File: config.mk
export PLATFORM = sky130hd
export DESIGN_NAME = pfas_ctrl_flat
export DESIGN_NICKNAME = d
export VERILOG_FILES = /design/src/rtl/pfas_pkg.sv /design/src/rtl/pfas_if.sv /design/src/rtl/pfas_ctrl.sv /design/src/flat_wrapper.sv
export SDC_FILE = /design/constraint.sdc
export NUM_CORES = 1
export LEC_CHECK = 0
export BUFFER_PORTS_ARGS = -buffer_cell sky130_fd_sc_hd__clkbuf_2
export CORE_AREA = 2 2 176 178
export CTS_CLUSTER_DIAMETER = 200
export CTS_CLUSTER_SIZE = 10
export DETAILED_ROUTE_END_ITERATION = 12
export DIE_AREA = 0 0 178 180
export HOLD_SLACK_MARGIN = 0.15
export PLACE_DENSITY_LB_ADDON = 0.1
export SKIP_LAST_GASP = 1
export SLEW_MARGIN = 10
export SYNTH_ARGS = -nofsm -noshare
export SYNTH_HDL_FRONTEND = slang
export SYNTH_SLANG_ARGS = --single-unit
File: constraint.sdc
create_clock -name clk -period 4.1 [get_ports clk]
set_input_delay 1.23 -clock clk [delete_from_list [all_inputs] [get_ports clk]]
set_output_delay 1.23 -clock clk [all_outputs]
set_load 0.1 [all_outputs]
File: src/rtl/pfas_pkg.sv
// package for the phase-field alloy stencil step unit
// holds widths, register indexes, fixed-point constants and datapath command codes
`default_nettype none
package pfas_pkg;
    localparam int DataWidth = 32;
    localparam int IndexWidth = 3;
    localparam int NumRegs = 8;

    localparam logic [IndexWidth-1:0] RegTimeStep = 3'd0;
    localparam logic [IndexWidth-1:0] RegPartition = 3'd1;
    localparam logic [IndexWidth-1:0] RegSurface = 3'd2;
    localparam logic [IndexWidth-1:0] RegMobility = 3'd3;
    localparam logic [IndexWidth-1:0] RegWidth = 3'd4;
    localparam logic [IndexWidth-1:0] RegRelax = 3'd5;
    localparam logic [IndexWidth-1:0] RegMu = 3'd6;
    localparam logic [IndexWidth-1:0] RegInvDx = 3'd7;

    localparam logic signed [31:0] QOne = 32'sd65536;
    localparam logic signed [31:0] QThree = 32'sd196608;

    // register file seen by the datapath
    typedef struct packed {
        logic signed [31:0] dt;
        logic signed [31:0] k;
        logic signed [31:0] g;
        logic signed [31:0] m;
        logic signed [31:0] eps;
        logic signed [31:0] tau;
        logic signed [31:0] mu;
        logic signed [31:0] idx2;
    } cfg_regs_t;

    // command from controller to datapath
    typedef struct packed {
        logic start;
    } dp_cmd_t;

    // status from datapath to controller
    typedef struct packed {
        logic done;
    } dp_stat_t;

    function automatic logic signed [31:0] sat32(input logic signed [65:0] x);
        if (x > 66'sh0_7FFF_FFFF)
            return 32'sh7FFF_FFFF;
        else if (x < -66'sh0_8000_0000)
            return 32'sh8000_0000;
        else
            return x[31:0];
    endfunction

    function automatic logic signed [31:0] qadd(input logic signed [31:0] a,
                                                 input logic signed [31:0] b);
        return sat32(66'(a) + 66'(b));
    endfunction

    function automatic logic signed [31:0] qsub(input logic signed [31:0] a,
                                                 input logic signed [31:0] b);
        return sat32(66'(a) - 66'(b));
    endfunction
endpackage
`default_nettype wire

File: src/rtl/pfas_if.sv
// valid/ready channel interfaces for the stencil step unit
`default_nettype none
interface pfas_in_if;
    logic valid;
    logic ready;
    logic signed [31:0] phase_in;
    logic signed [31:0] potential_in;
    logic last_point;
    modport source (output valid, phase_in, potential_in, last_point, input ready);
    modport sink (input valid, phase_in, potential_in, last_point, output ready);
endinterface

interface pfas_out_if;
    logic valid;
    logic ready;
    logic signed [31:0] phase_out;
    logic signed [31:0] potential_out;
    logic signed [31:0] concentration_out;
    logic last_result;
    modport source (output valid, phase_out, potential_out, concentration_out,
                    last_result, input ready);
    modport sink (input valid, phase_out, potential_out, concentration_out,
                  last_result, output ready);
endinterface

`default_nettype wire

File: src/rtl/pfas_ctrl.sv
// controller: input window, point count, result sequencing
// depends on pfas_pkg and pfas_if
`default_nettype none
module pfas_ctrl
    import pfas_pkg::*;
(
    input  wire logic clk,
    input  wire logic rst_n,
    pfas_in_if.sink in_ch,
    pfas_out_if.source out_ch,
    output dp_cmd_t cmd,
    input  wire dp_stat_t stat,
    input  wire logic signed [31:0] pn,
    input  wire logic signed [31:0] un,
    input  wire logic signed [31:0] cn,
    output logic signed [31:0] pw0,
    output logic signed [31:0] pw1,
    output logic signed [31:0] pw2,
    output logic signed [31:0] uw0,
    output logic signed [31:0] uw1,
    output logic signed [31:0] uw2
);
    typedef enum logic [3:0] {
        S_IDLE = 4'b0001,
        S_CALC = 4'b0010,
        S_EMIT1 = 4'b0100,
        S_EMIT2 = 4'b1000
    } state_t;

    state_t state_reg, state_next;
    logic [1:0] seen_reg, seen_next;
    logic first_reg, first_next;
    logic last_reg, last_next;
    logic signed [31:0] pw_reg [3];
    logic signed [31:0] uw_reg [3];
    logic accept;

    assign accept = in_ch.valid && in_ch.ready;
    assign in_ch.ready = (state_reg == S_IDLE);

    // next state
    always_comb
    begin
        state_next = state_reg;
        seen_next = seen_reg;
        first_next = first_reg;
        last_next = last_reg;
        cmd.start = 1'b0;
        out_ch.valid = 1'b0;
        out_ch.last_result = 1'b0;
        unique case (state_reg)
            S_IDLE: begin
                if (accept) begin
                    first_next = (seen_reg == 2'd2);
                    last_next = in_ch.last_point;
                    if (seen_reg >= 2'd2) begin
                        cmd.start = 1'b1;
                        state_next = S_CALC;
                        seen_next = 2'd3;
                    end else begin
                        seen_next = seen_reg + 1'b1;
                    end
                    if (in_ch.last_point)
                        seen_next = (seen_reg >= 2'd2) ? 2'd3 : 2'd0;
                end
            end
            S_CALC: begin
                if (stat.done)
                    state_next = S_EMIT1;
            end
            S_EMIT1: begin
                out_ch.valid = 1'b1;
                if (out_ch.ready) begin
                    if (first_reg || last_reg)
                        state_next = S_EMIT2;
                    else
                        state_next = S_IDLE;
                end
            end
            S_EMIT2: begin
                out_ch.valid = 1'b1;
                out_ch.last_result = last_reg;
                if (out_ch.ready) begin
                    state_next = S_IDLE;
                    if (last_reg)
                        seen_next = 2'd0;
                end
            end
            default: state_next = S_IDLE;
        endcase
    end

    always_ff @(posedge clk or negedge rst_n)
    begin
        if (!rst_n) begin
            state_reg <= S_IDLE;
            seen_reg <= '0;
            first_reg <= 1'b0;
            last_reg <= 1'b0;
            for (int i = 0; i < 3; i++)
            begin
                pw_reg[i] <= '0;
                uw_reg[i] <= '0;
            end
        end else begin
            state_reg <= state_next;
            seen_reg <= seen_next;
            first_reg <= first_next;
            last_reg <= last_next;
            if (accept) begin
                pw_reg[0] <= (in_ch.last_point && seen_reg < 2'd2) ? '0 : pw_reg[1];
                pw_reg[1] <= (in_ch.last_point && seen_reg < 2'd2) ? '0 : pw_reg[2];
                pw_reg[2] <= (in_ch.last_point && seen_reg < 2'd2) ? '0 : in_ch.phase_in;
                uw_reg[0] <= (in_ch.last_point && seen_reg < 2'd2) ? '0 : uw_reg[1];
                uw_reg[1] <= (in_ch.last_point && seen_reg < 2'd2) ? '0 : uw_reg[2];
                uw_reg[2] <= (in_ch.last_point && seen_reg < 2'd2) ? '0 : in_ch.potential_in;
            end else if (state_reg == S_EMIT2 && out_ch.ready && last_reg) begin
                for (int i = 0; i < 3; i++)
                begin
                    pw_reg[i] <= '0;
                    uw_reg[i] <= '0;
                end
            end
        end
    end

    assign pw0 = pw_reg[0];
    assign pw1 = pw_reg[1];
    assign pw2 = pw_reg[2];
    assign uw0 = uw_reg[0];
    assign uw1 = uw_reg[1];
    assign uw2 = uw_reg[2];
    assign out_ch.phase_out = pn;
    assign out_ch.potential_out = un;
    assign out_ch.concentration_out = cn;
endmodule
`default_nettype wire

File: src/flat_wrapper.sv
// flat-port wrapper written by rule: the top's interface ports become plain ports
module pfas_ctrl_flat import pfas_pkg::*;
  (clk, rst_n, cmd, stat, pn, un, cn, pw0, pw1, pw2, uw0, uw1, uw2, in_ch_valid, in_ch_phase_in, in_ch_potential_in, in_ch_last_point, in_ch_ready, out_ch_valid, out_ch_phase_out, out_ch_potential_out, out_ch_concentration_out, out_ch_last_result, out_ch_ready);
  pfas_in_if in_ch_i ();
  pfas_out_if out_ch_i ();
  input  wire logic clk;
  input  wire logic rst_n;
  output dp_cmd_t cmd;
  input  wire dp_stat_t stat;
  input  wire logic signed [31:0] pn;
  input  wire logic signed [31:0] un;
  input  wire logic signed [31:0] cn;
  output logic signed [31:0] pw0;
  output logic signed [31:0] pw1;
  output logic signed [31:0] pw2;
  output logic signed [31:0] uw0;
  output logic signed [31:0] uw1;
  output logic signed [31:0] uw2;
  input wire logic [$bits(in_ch_i.valid)-1:0] in_ch_valid;
  input wire logic [$bits(in_ch_i.phase_in)-1:0] in_ch_phase_in;
  input wire logic [$bits(in_ch_i.potential_in)-1:0] in_ch_potential_in;
  input wire logic [$bits(in_ch_i.last_point)-1:0] in_ch_last_point;
  output wire logic [$bits(in_ch_i.ready)-1:0] in_ch_ready;
  output wire logic [$bits(out_ch_i.valid)-1:0] out_ch_valid;
  output wire logic [$bits(out_ch_i.phase_out)-1:0] out_ch_phase_out;
  output wire logic [$bits(out_ch_i.potential_out)-1:0] out_ch_potential_out;
  output wire logic [$bits(out_ch_i.concentration_out)-1:0] out_ch_concentration_out;
  output wire logic [$bits(out_ch_i.last_result)-1:0] out_ch_last_result;
  input wire logic [$bits(out_ch_i.ready)-1:0] out_ch_ready;
  assign in_ch_i.valid = in_ch_valid;
  assign in_ch_i.phase_in = in_ch_phase_in;
  assign in_ch_i.potential_in = in_ch_potential_in;
  assign in_ch_i.last_point = in_ch_last_point;
  assign in_ch_ready = in_ch_i.ready;
  assign out_ch_valid = out_ch_i.valid;
  assign out_ch_phase_out = out_ch_i.phase_out;
  assign out_ch_potential_out = out_ch_i.potential_out;
  assign out_ch_concentration_out = out_ch_i.concentration_out;
  assign out_ch_last_result = out_ch_i.last_result;
  assign out_ch_i.ready = out_ch_ready;
  pfas_ctrl u_core (.clk(clk), .rst_n(rst_n), .in_ch(in_ch_i), .out_ch(out_ch_i), .cmd(cmd), .stat(stat), .pn(pn), .un(un), .cn(cn), .pw0(pw0), .pw1(pw1), .pw2(pw2), .uw0(uw0), .uw1(uw1), .uw2(uw2));
endmodule
==> flow_metrics.py, run 1 <==
metrics = {
    "critical_path": {
        "r2r_cells": 6,
        "crit_buf_inv": 2,
        "slowest_stage": "clkbuf_2",
        "r2r_slack_ns": 1.22,
        "crit_type": "input port to primary output",
        "cp-start-kind": "input port",
        "path_max_fanout": 3,
        "cpLargestDelayFamily": "buffers and inverters",
        "reg2reg_to": "u_core.pw2[25]",
        "crit_required_ns": 2.87,
        "worst_path_most_repeated_cell": "clkbuf_2",
        "worstSetupEndpointType": "primary output",
        "arrival_ns": 2.31,
        "max_stage_delay_ns": 0.45,
        "r2r_start": "u_core.state_reg[0]",
        "crit_chain": "clkbuf_2 > nor4b_2 > and2_1 > clkbuf_2",
    },
    "yosys": {
        "synthMuxAreaShare_pct": 0.134,
        "synth_top_area_share_pct": 59.4,
        "synth-simple-area-share_pct": 1.98,
        "syn_nets": 766,
        "synthXorXnorAreaFrac_pct": 0.104,
        "synth-compound-area-share_pct": 24.0,
        "synth.distinct_cells": 33,
        "ys_ff_latch": 200,
        "synth_cells": 600,
        "ys_warn_count": 0,
        "synth_common_cells": "199 x dfrtp_1, 193 x a32o_1, 107 x buf_4",
        "yosysMostFrequentCell": "dfrtp_1",
        "ys.flop_type": "dfrtp_1",
        "synth_top_family_by_area": "compound AO/OA/AOI/OAI gates",
        "synth_area_leaders": "dfrtp_1 59%, a32o_1 23%, buf_4 9.6%",
        "synth_fa_ha_area_share_pct": 0,
        "synth_area_leader_cell": "dfrtp_1",
        "synth_edf_count": 0,
        "synth-seq-area-share_pct": 59.7,
        "avgSynthCellArea_um2": 14.0,
        "syn_area_um2": 8390,
        "synthArstFlopShare_pct": 100,
    },
    "cells_and_area": {
        "num-nets-final": 893,
        "fillerInstances": 3073,
        "layout.cells.non_filler": 1134,
        "drive_gt1_share_pct": 42.3,
        "antenna-diode-count": 0,
        "area_delta_synth_final_pct": 15.9,
    },
    "place": {
        "post-place-ws_ns": 0.554,
        "hpwl_um": 14400,
        "port-buffer-count": 265,
        "place_inst": 1104,
        "gp_congestion": 0.709,
    },
    "clock_tree": {
        "cts_post_setup_buffers_inserted": 0,
        "clockRootBuffer": "clkbuf_16",
        "cts-buffers-inserted": 17,
        "clk_latency_ns": 0.42,
        "cts_buffer_depth": 2,
        "cts_tree": "yes",
        "cts_resized": 0,
        "clock-sinks": 200,
        "clk_pin_slew_ns": 0.07,
        "cts_max_level": 4,
        "hold_buffers": 0,
    },
    "timing": {
        "hold_viol": 0,
        "fin_ws_ns": 0.562,
        "setup_violations": 0,
        "fin_skew_ns": 0.0134,
        "fmax_mhz": 283,
        "rsz0062_at_grt": "false",
        "slew_headroom_pct": 37.6,
        "slew_viol_final": 0,
        "tightest_slew_ns": 0.936,
        "tns_ns": 0,
        "min_period_ns": 3.54,
        "finalCritPeriodShare_pct": 86.3,
    },
    "drt": {
        "drtAntennaViolNets": 0,
        "firstDrtPassIters": 5,
        "vias": 5960,
        "wirelength_um": 22800,
        "drc": 0,
        "wl_per_cell_um": 20.1,
        "viasPerCell": 5.26,
        "drtIter0Drc": 353,
    },
    "hold_path": {
        "hold_path.class": "register to register",
        "hold_end": "u_core.pw0[30]",
        "worstHoldPathCells": 1,
        "min_from": "u_core.pw0[30]",
    },
    "die": {
        "start_util_pct": 27.8,
        "ioPinCount": 458,
        "coreArea_um2": 30200,
        "die_w_um": 178,
        "die_area_um2": 32000,
        "num_rows": 64,
        "fp.dieH_um": 180,
    },
    "global_route": {
        "grt_overflow": 0,
        "grt_pass1_wl_um": 35900,
        "grt_usage_pct": 14.0,
        "antenna_found_initial": 0,
        "grt_pass1_vias": 6092,
        "grt_max_degree": 199,
    },
    "outcome": {
        "status": "finished clean",
    },
    "run": {
        "drv_cap": 0,
    },
}
cell type report:
class	count	area [µm²]	share of cell area [%]
clock buffer	18	439	4.52
clock inverter	12	113	1.16
inverter	2	7.51	0.0772
multi-input combinational	234	2220	22.9
sequential	200	5010	51.5
tap	396	495	5.10
timing repair buffer	272	1440	14.8
metal layers:
metal	vias to the layer above	track usage, %	routed length [µm]
li1	2545	-	-
met1	3094	17.6	9370
met2	259	21.7	10600
met3	62	5.48	2290
met4	0	5.41	578
met5	-	0	0
metrics by stage:
step | hold slack [ns] | cell area [µm²] | util (%)
after floorplan | 0.501 | 8390 | -
after global placement | 0.475 | 9170 | 30.4
after detailed placement | 0.482 | 9170 | 30.4
after CTS | 0.498 | 9720 | 32.2
after global routing | 0.510 | 9720 | 32.2
final | 0.491 | 9720 | 32.2
worst max path at each step:
| stage | start | end | cells after the start |
|---|---|---|---|
| floorplan | u_core.state_reg[3] | out_ch_valid | 3 |
| global placement | in_ch_valid | cmd | 4 |
| detailed placement | in_ch_valid | cmd | 4 |
| CTS | in_ch_valid | cmd | 4 |
| global route | in_ch_valid | cmd | 4 |
| finish | in_ch_valid | cmd | 4 |
placed cells by master (no fill, tap or decap), drive strengths merged, types with 2 or more instances in the layout:
cell,count
clkbuf,283
dfrtp,199
a32o,193
nor2,8
inv,7
buf,7
clkinv,5
nor3,3
a21oi,3
or3b,3
o21ai,3
nor4b,2
and2,2
nand3b,2
clkinvlp,2
nand2b,2
cells by family after synthesis:
kind of cell    after synthesis
xor+xnor                      1
compound gates              206
mux                           1
simple gates                 26
flops                       200
buf+inv                     166
Power of run 1 is not shown: default switching activity piles up to over one toggle a cycle in this logic, so the estimate is an artifact.
==> run 2, diff against run 1 <==
ABC_AREA = 1   (was not set)
CORE_AREA = 2 2 179 181   (was 2 2 176 178)
DIE_AREA = 0 0 181 183   (was 0 0 178 180)
==> run 2 against run 1 <==
  * Die area increased by 3.4%
  * Global-route usage increased by 0.96 points
  * First-iteration DRC count increased by 18%
  * Routed wire length increased by 8.7%
  * Critical path depth increased by 2
==> flow_metrics.py, run 2 <==
metrics = {
    "yosys": {
        "ys.flop_type": "dfrtp_1",
        "synth_edf_count": 0,
        "synthArstFlopShare_pct": 100,
        "synth_fa_ha_area_share_pct": 0,
        "ys_warn_count": 0,
        "syn_area_um2": 8710,
        "synth_area_leaders": "dfrtp_1 57%, nand2_1 17%, nand3_1 12%",
        "synth_top_family_by_area": "simple AND/OR/NAND/NOR gates",
        "syn_nets": 1169,
        "synth_top_area_share_pct": 57.2,
        "avgSynthCellArea_um2": 8.69,
        "synth-simple-area-share_pct": 30.0,
        "synth_area_leader_cell": "dfrtp_1",
        "synth.distinct_cells": 19,
        "synth-seq-area-share_pct": 57.5,
        "synth-compound-area-share_pct": 0.359,
        "synth_common_cells": "402 x nand2_1, 202 x nand3_1, 199 x dfrtp_1",
        "yosysMostFrequentCell": "nand2_1",
        "synth_cells": 1003,
        "ys_ff_latch": 200,
        "synthXorXnorAreaFrac_pct": 0,
        "synthMuxAreaShare_pct": 0,
    },
    "timing": {
        "tns_ns": 0,
        "fmax_mhz": 289,
        "slew_headroom_pct": 37.3,
        "min_period_ns": 3.46,
        "tightest_slew_ns": 0.940,
        "setup_violations": 0,
        "fin_skew_ns": 0.0167,
        "rsz0062_at_grt": "false",
        "finalCritPeriodShare_pct": 84.4,
        "slew_viol_final": 0,
        "hold_viol": 0,
    },
    "critical_path": {
        "crit_buf_inv": 4,
        "crit_type": "input port to primary output",
        "crit_required_ns": 2.87,
        "arrival_ns": 2.23,
        "cpLargestDelayFamily": "buffers and inverters",
        "max_stage_delay_ns": 0.44,
        "crit_chain": "clkbuf_2 > inv_1 > nor2_2 > nand2_1 > inv_1 > clkbuf_2",
        "path_max_fanout": 4,
        "cp-start-kind": "input port",
        "worstSetupEndpointType": "primary output",
        "slowest_stage": "clkbuf_2",
    },
    "drt": {
        "firstDrtPassIters": 7,
        "drc": 0,
        "wl_per_cell_um": 16.0,
        "vias": 6978,
        "viasPerCell": 4.50,
        "drtAntennaViolNets": 0,
        "wirelength_um": 24800,
        "drtIter0Drc": 416,
    },
    "cells_and_area": {
        "area_delta_synth_final_pct": 17.8,
        "final_common_cell": "nand2_1",
        "num-nets-final": 1302,
        "antenna-diode-count": 0,
        "most-common-layout-cells": "402 x nand2_1, 264 x clkbuf_2, 201 x nand3_1",
        "drive_gt1_share_pct": 27.1,
    },
    "global_route": {
        "grt_pass1_vias": 6948,
        "met3_usage_pct": 6.91,
        "grt.busiest_layer": "met2",
        "antenna_found_initial": 0,
        "grt_use_met2_pct": 21.3,
        "grt_pass1_wl_um": 39800,
        "grt_use_met1_pct": 20.5,
        "grt_overflow": 0,
        "grt_usage_pct": 15.0,
        "grt_max_degree": 107,
    },
    "clock_tree": {
        "clk_pin_slew_ns": 0.08,
        "clockRootBuffer": "clkbuf_16",
        "clock-sinks": 200,
        "cts_post_setup_buffers_inserted": 0,
        "cts_tree": "yes",
        "cts_resized": 0,
        "cts_buffer_depth": 2,
        "clk_latency_ns": 0.44,
        "cts_max_level": 4,
        "cts-buffers-inserted": 17,
        "hold_buffers": 0,
    },
    "place": {
        "gp_congestion": 0.764,
        "port-buffer-count": 265,
        "hpwl_um": 15400,
    },
    "die": {
        "die_w_um": 181,
        "start_util_pct": 27.9,
        "num_rows": 65,
        "fp.dieH_um": 183,
        "coreArea_um2": 31200,
        "ioPinCount": 458,
        "die_area_um2": 33100,
    },
    "hold_path": {
        "hold_path.class": "register to register",
    },
    "run": {
        "drv_cap": 0,
    },
    "outcome": {
        "status": "finished clean",
    },
}
-- run 2: worst paths after layout --
kind | start | depth (start not counted) | to | slack [ns]
min | u_core.first_reg | 2 | u_core.first_reg | 0.49
max reg2reg | u_core.state_reg[0] | 9 | u_core.uw2[7] | 1.52
min reg2reg | u_core.first_reg | 2 | u_core.first_reg | 0.49
min in group asynchronous | rst_n | 1 | u_core.uw0[22] | 0.83
max in group asynchronous | rst_n | 2 | u_core.uw0[2] | 2.41
max | in_ch_valid | 6 | cmd | 0.64
-- run 2: final cells by class --
class | count | area (µm²)
fillers | 3371 | 21000
inverters | 15 | 61.3
well taps | 402 | 503
clock inverters | 11 | 114
clock buffers | 20 | 457
repair buffers | 273 | 1460
multi-input cells | 629 | 2670
flip-flops and latches | 200 | 5010
-- run 2: worst register-to-register path, delay by kind of cell, from the launching register on --
| family | cells | cell delay [ns] |
|---|---|---|
| AO/OA/AOI/OAI | 1 | 0.47 |
| AND/OR/NAND/NOR | 5 | 0.79 |
| buffers and inverters | 3 | 0.70 |
| flip-flops | 1 | 0.55 |
-- run 2: through the flow --
stage,instance area (µm²),hold WS [ns],instances,util [%],worst slack [ns]
2_1_floorplan,8710,0.454,1003,-,0.759
3_3_place_gp,9690,0.482,1519,31.0,0.632
3_5_place_dp,9690,0.479,1519,31.0,0.620
4_1_cts,10300,0.496,1550,32.9,0.619
5_1_grt,10300,0.515,1550,32.9,0.520
6_report,10300,0.488,1550,32.9,0.640
-- run 2: logic make-up (layout without fill, tap and decap cells) --
kind of cell | after synthesis | in the layout
simple gates | 624 | 624
compound gates | 5 | 5
flops | 200 | 200
buf+inv | 174 | 319
-- run 2: layer usage --
metal / part of all wire [%] / vias to the layer above
li1: - / 3363
met3: 9.8 / 21
met2: 42 / 245
met4: 1.1 / 0
met1: 47 / 3349
met5: 0 / -
Power of run 2 is left out for the same reason.
==> run 3, diff against run 2 <==
clock period = 2.84 ns   (was 4.1 ns; I/O delays follow)
==> run 3 against run 2 <==
  * Via count shrank 0.64%
  * Final area grew 1.2%
  * Cell count grew 0.45%
  * Register-to-register slack lost 0.87 ns
  * Sequential share of layout area shrank 0.56 points
  * Core utilization grew 0.38 points
  * Non-clock buffer count grew 6
  * Die area is the same
  * Clock skew shrank 0.0036 ns
  * Hold slack lost 0.067 ns
==> flow_metrics.py, run 3 (synthesis gave the netlist of run 2 again) <==
metrics = {
    "cells_and_area": {
        "seqCellArea_um2": 5010,
        "most-common-layout-cells": "402 x nand2_1, 261 x clkbuf_2, 201 x nand3_1",
        "final_common_cell": "nand2_1",
        "fillerInstances": 3377,
        "antenna-diode-count": 0,
        "multi_input_area_um2": 2670,
        "num-nets-final": 1308,
        "drive_gt1_share_pct": 27.5,
        "design_area_um2": 10400,
        "area_delta_synth_final_pct": 19.2,
    },
    "critical_path": {
        "cp-start-kind": "register",
        "max_stage_delay_ns": 0.41,
        "slowest_stage": "dfrtp_1",
        "crit_required_ns": 1.99,
        "crit_buf_inv": 2,
        "arrival_ns": 1.81,
        "crit_start": "u_core.state_reg[1]",
        "r2r_start": "u_core.state_reg[0]",
        "crit_chain": "nor2_1 > and2_1 > inv_1 > nor2_2 > clkbuf_4",
        "crit_type": "register to primary output",
        "cpLargestDelayFamily": "simple AND/OR/NAND/NOR gates",
        "r2r_slack_ns": 0.65,
        "path_max_fanout": 4,
        "worstSetupEndpointType": "primary output",
    },
    "timing": {
        "tightest_slew_ns": 0.844,
        "slew_headroom_pct": 43.8,
        "min_period_ns": 2.66,
        "tns_ns": 0,
        "finalCritPeriodShare_pct": 93.6,
        "fmax_mhz": 376,
        "rsz0062_at_grt": "false",
        "fin_skew_ns": 0.0131,
        "setup_violations": 0,
        "slew_viol_final": 0,
        "hold_viol": 0,
    },
    "global_route": {
        "grt_overflow": 0,
        "grt_usage_pct": 14.9,
        "grt_pass1_wl_um": 39600,
        "grt_max_degree": 138,
        "antenna_found_initial": 0,
        "grt_pass1_vias": 6944,
    },
    "clock_tree": {
        "cts_post_setup_buffers_inserted": 0,
        "clock-sinks": 200,
        "cts-buffers-inserted": 17,
        "cts_max_level": 4,
        "clockRootBuffer": "clkbuf_16",
        "cts_buffer_depth": 2,
        "clk_pin_slew_ns": 0.08,
        "cts_tree": "yes",
        "clk_latency_ns": 0.43,
    },
    "place": {
        "hpwl_um": 15700,
        "port-buffer-count": 265,
        "gp_congestion": 0.742,
        "place_area_um2": 9810,
    },
    "drt": {
        "firstDrtPassIters": 4,
        "drc": 0,
        "drtAntennaViolNets": 0,
        "wl_per_cell_um": 15.9,
        "drtIter0Drc": 547,
        "vias": 6933,
        "wirelength_um": 24700,
        "viasPerCell": 4.45,
    },
    "hold_path": {
        "hold_path.class": "input port to async pin",
    },
    "die": {
        "coreArea_um2": 31200,
        "fp.dieH_um": 183,
        "start_util_pct": 27.9,
        "die_area_um2": 33100,
        "num_rows": 65,
        "ioPinCount": 458,
        "die_w_um": 181,
    },
    "run": {
        "drv_cap": 0,
    },
    "outcome": {
        "status": "finished clean",
    },
}
-- run 3: cell count changes in the layout (fill, tap and decap cells not counted), sizes merged --
| cell | change |
|---|---|
| buf | +7 |
| clkinvlp | -2 |
| clkbuf | -2 |
| clkinv | +5 |
| bufinv | -1 |
-- run 3: worst reg2reg max path: stages (launching register included) --
cell     delay [ns]
dfstp_2        0.54
inv_1          0.06
nor2_2         0.15
nand2_2        0.11
nor2_2         0.11
buf_4          0.15
inv_6          0.04
a21oi_4        0.44
buf_12         0.31
nand2_1        0.14
nand2_1        0.07
-- run 3: worst paths after layout --
kind,depth (start not counted),end
hold / removal,2,u_core.uw0[19]
max in group asynchronous,2,u_core.pw1[28]
hold reg to reg,2,u_core.first_reg
setup / recovery,5,out_ch_last_result
setup reg to reg,10,u_core.uw1[16]
min in group clk,2,u_core.first_reg
-- run 3: repair_timing --
item,in CTS,in global routing
resized for setup,0,4
hold buffers,0,0
setup endpoints to repair,0,2
-- run 3: metrics by stage --
step / setup slack (ns) / utilization [%] / instances / hold WS (ns)
after floorplan: 0.255 / - / 1003 / 0.454
after global placement: 0.497 / 31.4 / 1525 / 0.482
final: 0.182 / 33.3 / 1557 / 0.421
after detailed placement: 0.484 / 31.4 / 1525 / 0.482
after CTS: 0.0260 / 33.2 / 1557 / 0.441
after global routing: 0.0253 / 33.3 / 1557 / 0.428
-- run 3: final cells by class --
class	count	area share, %
repair buffers	279	15.1
well taps	402	4.84
clock inverters	13	1.35
inverters	15	0.590
clock buffers	19	4.17
multi-input cells	629	25.7
flip-flops and latches	200	48.2
-- run 3: routing by layer --
layer	vias up	GRT usage, %	part of all wire (%)
met5	-	0	0
li1	3374	-	-
met3	12	6.87	10
met1	3298	20.1	45
met4	0	3.38	0.76
met2	249	21.9	44
Power of run 3 is left out for the same reason.
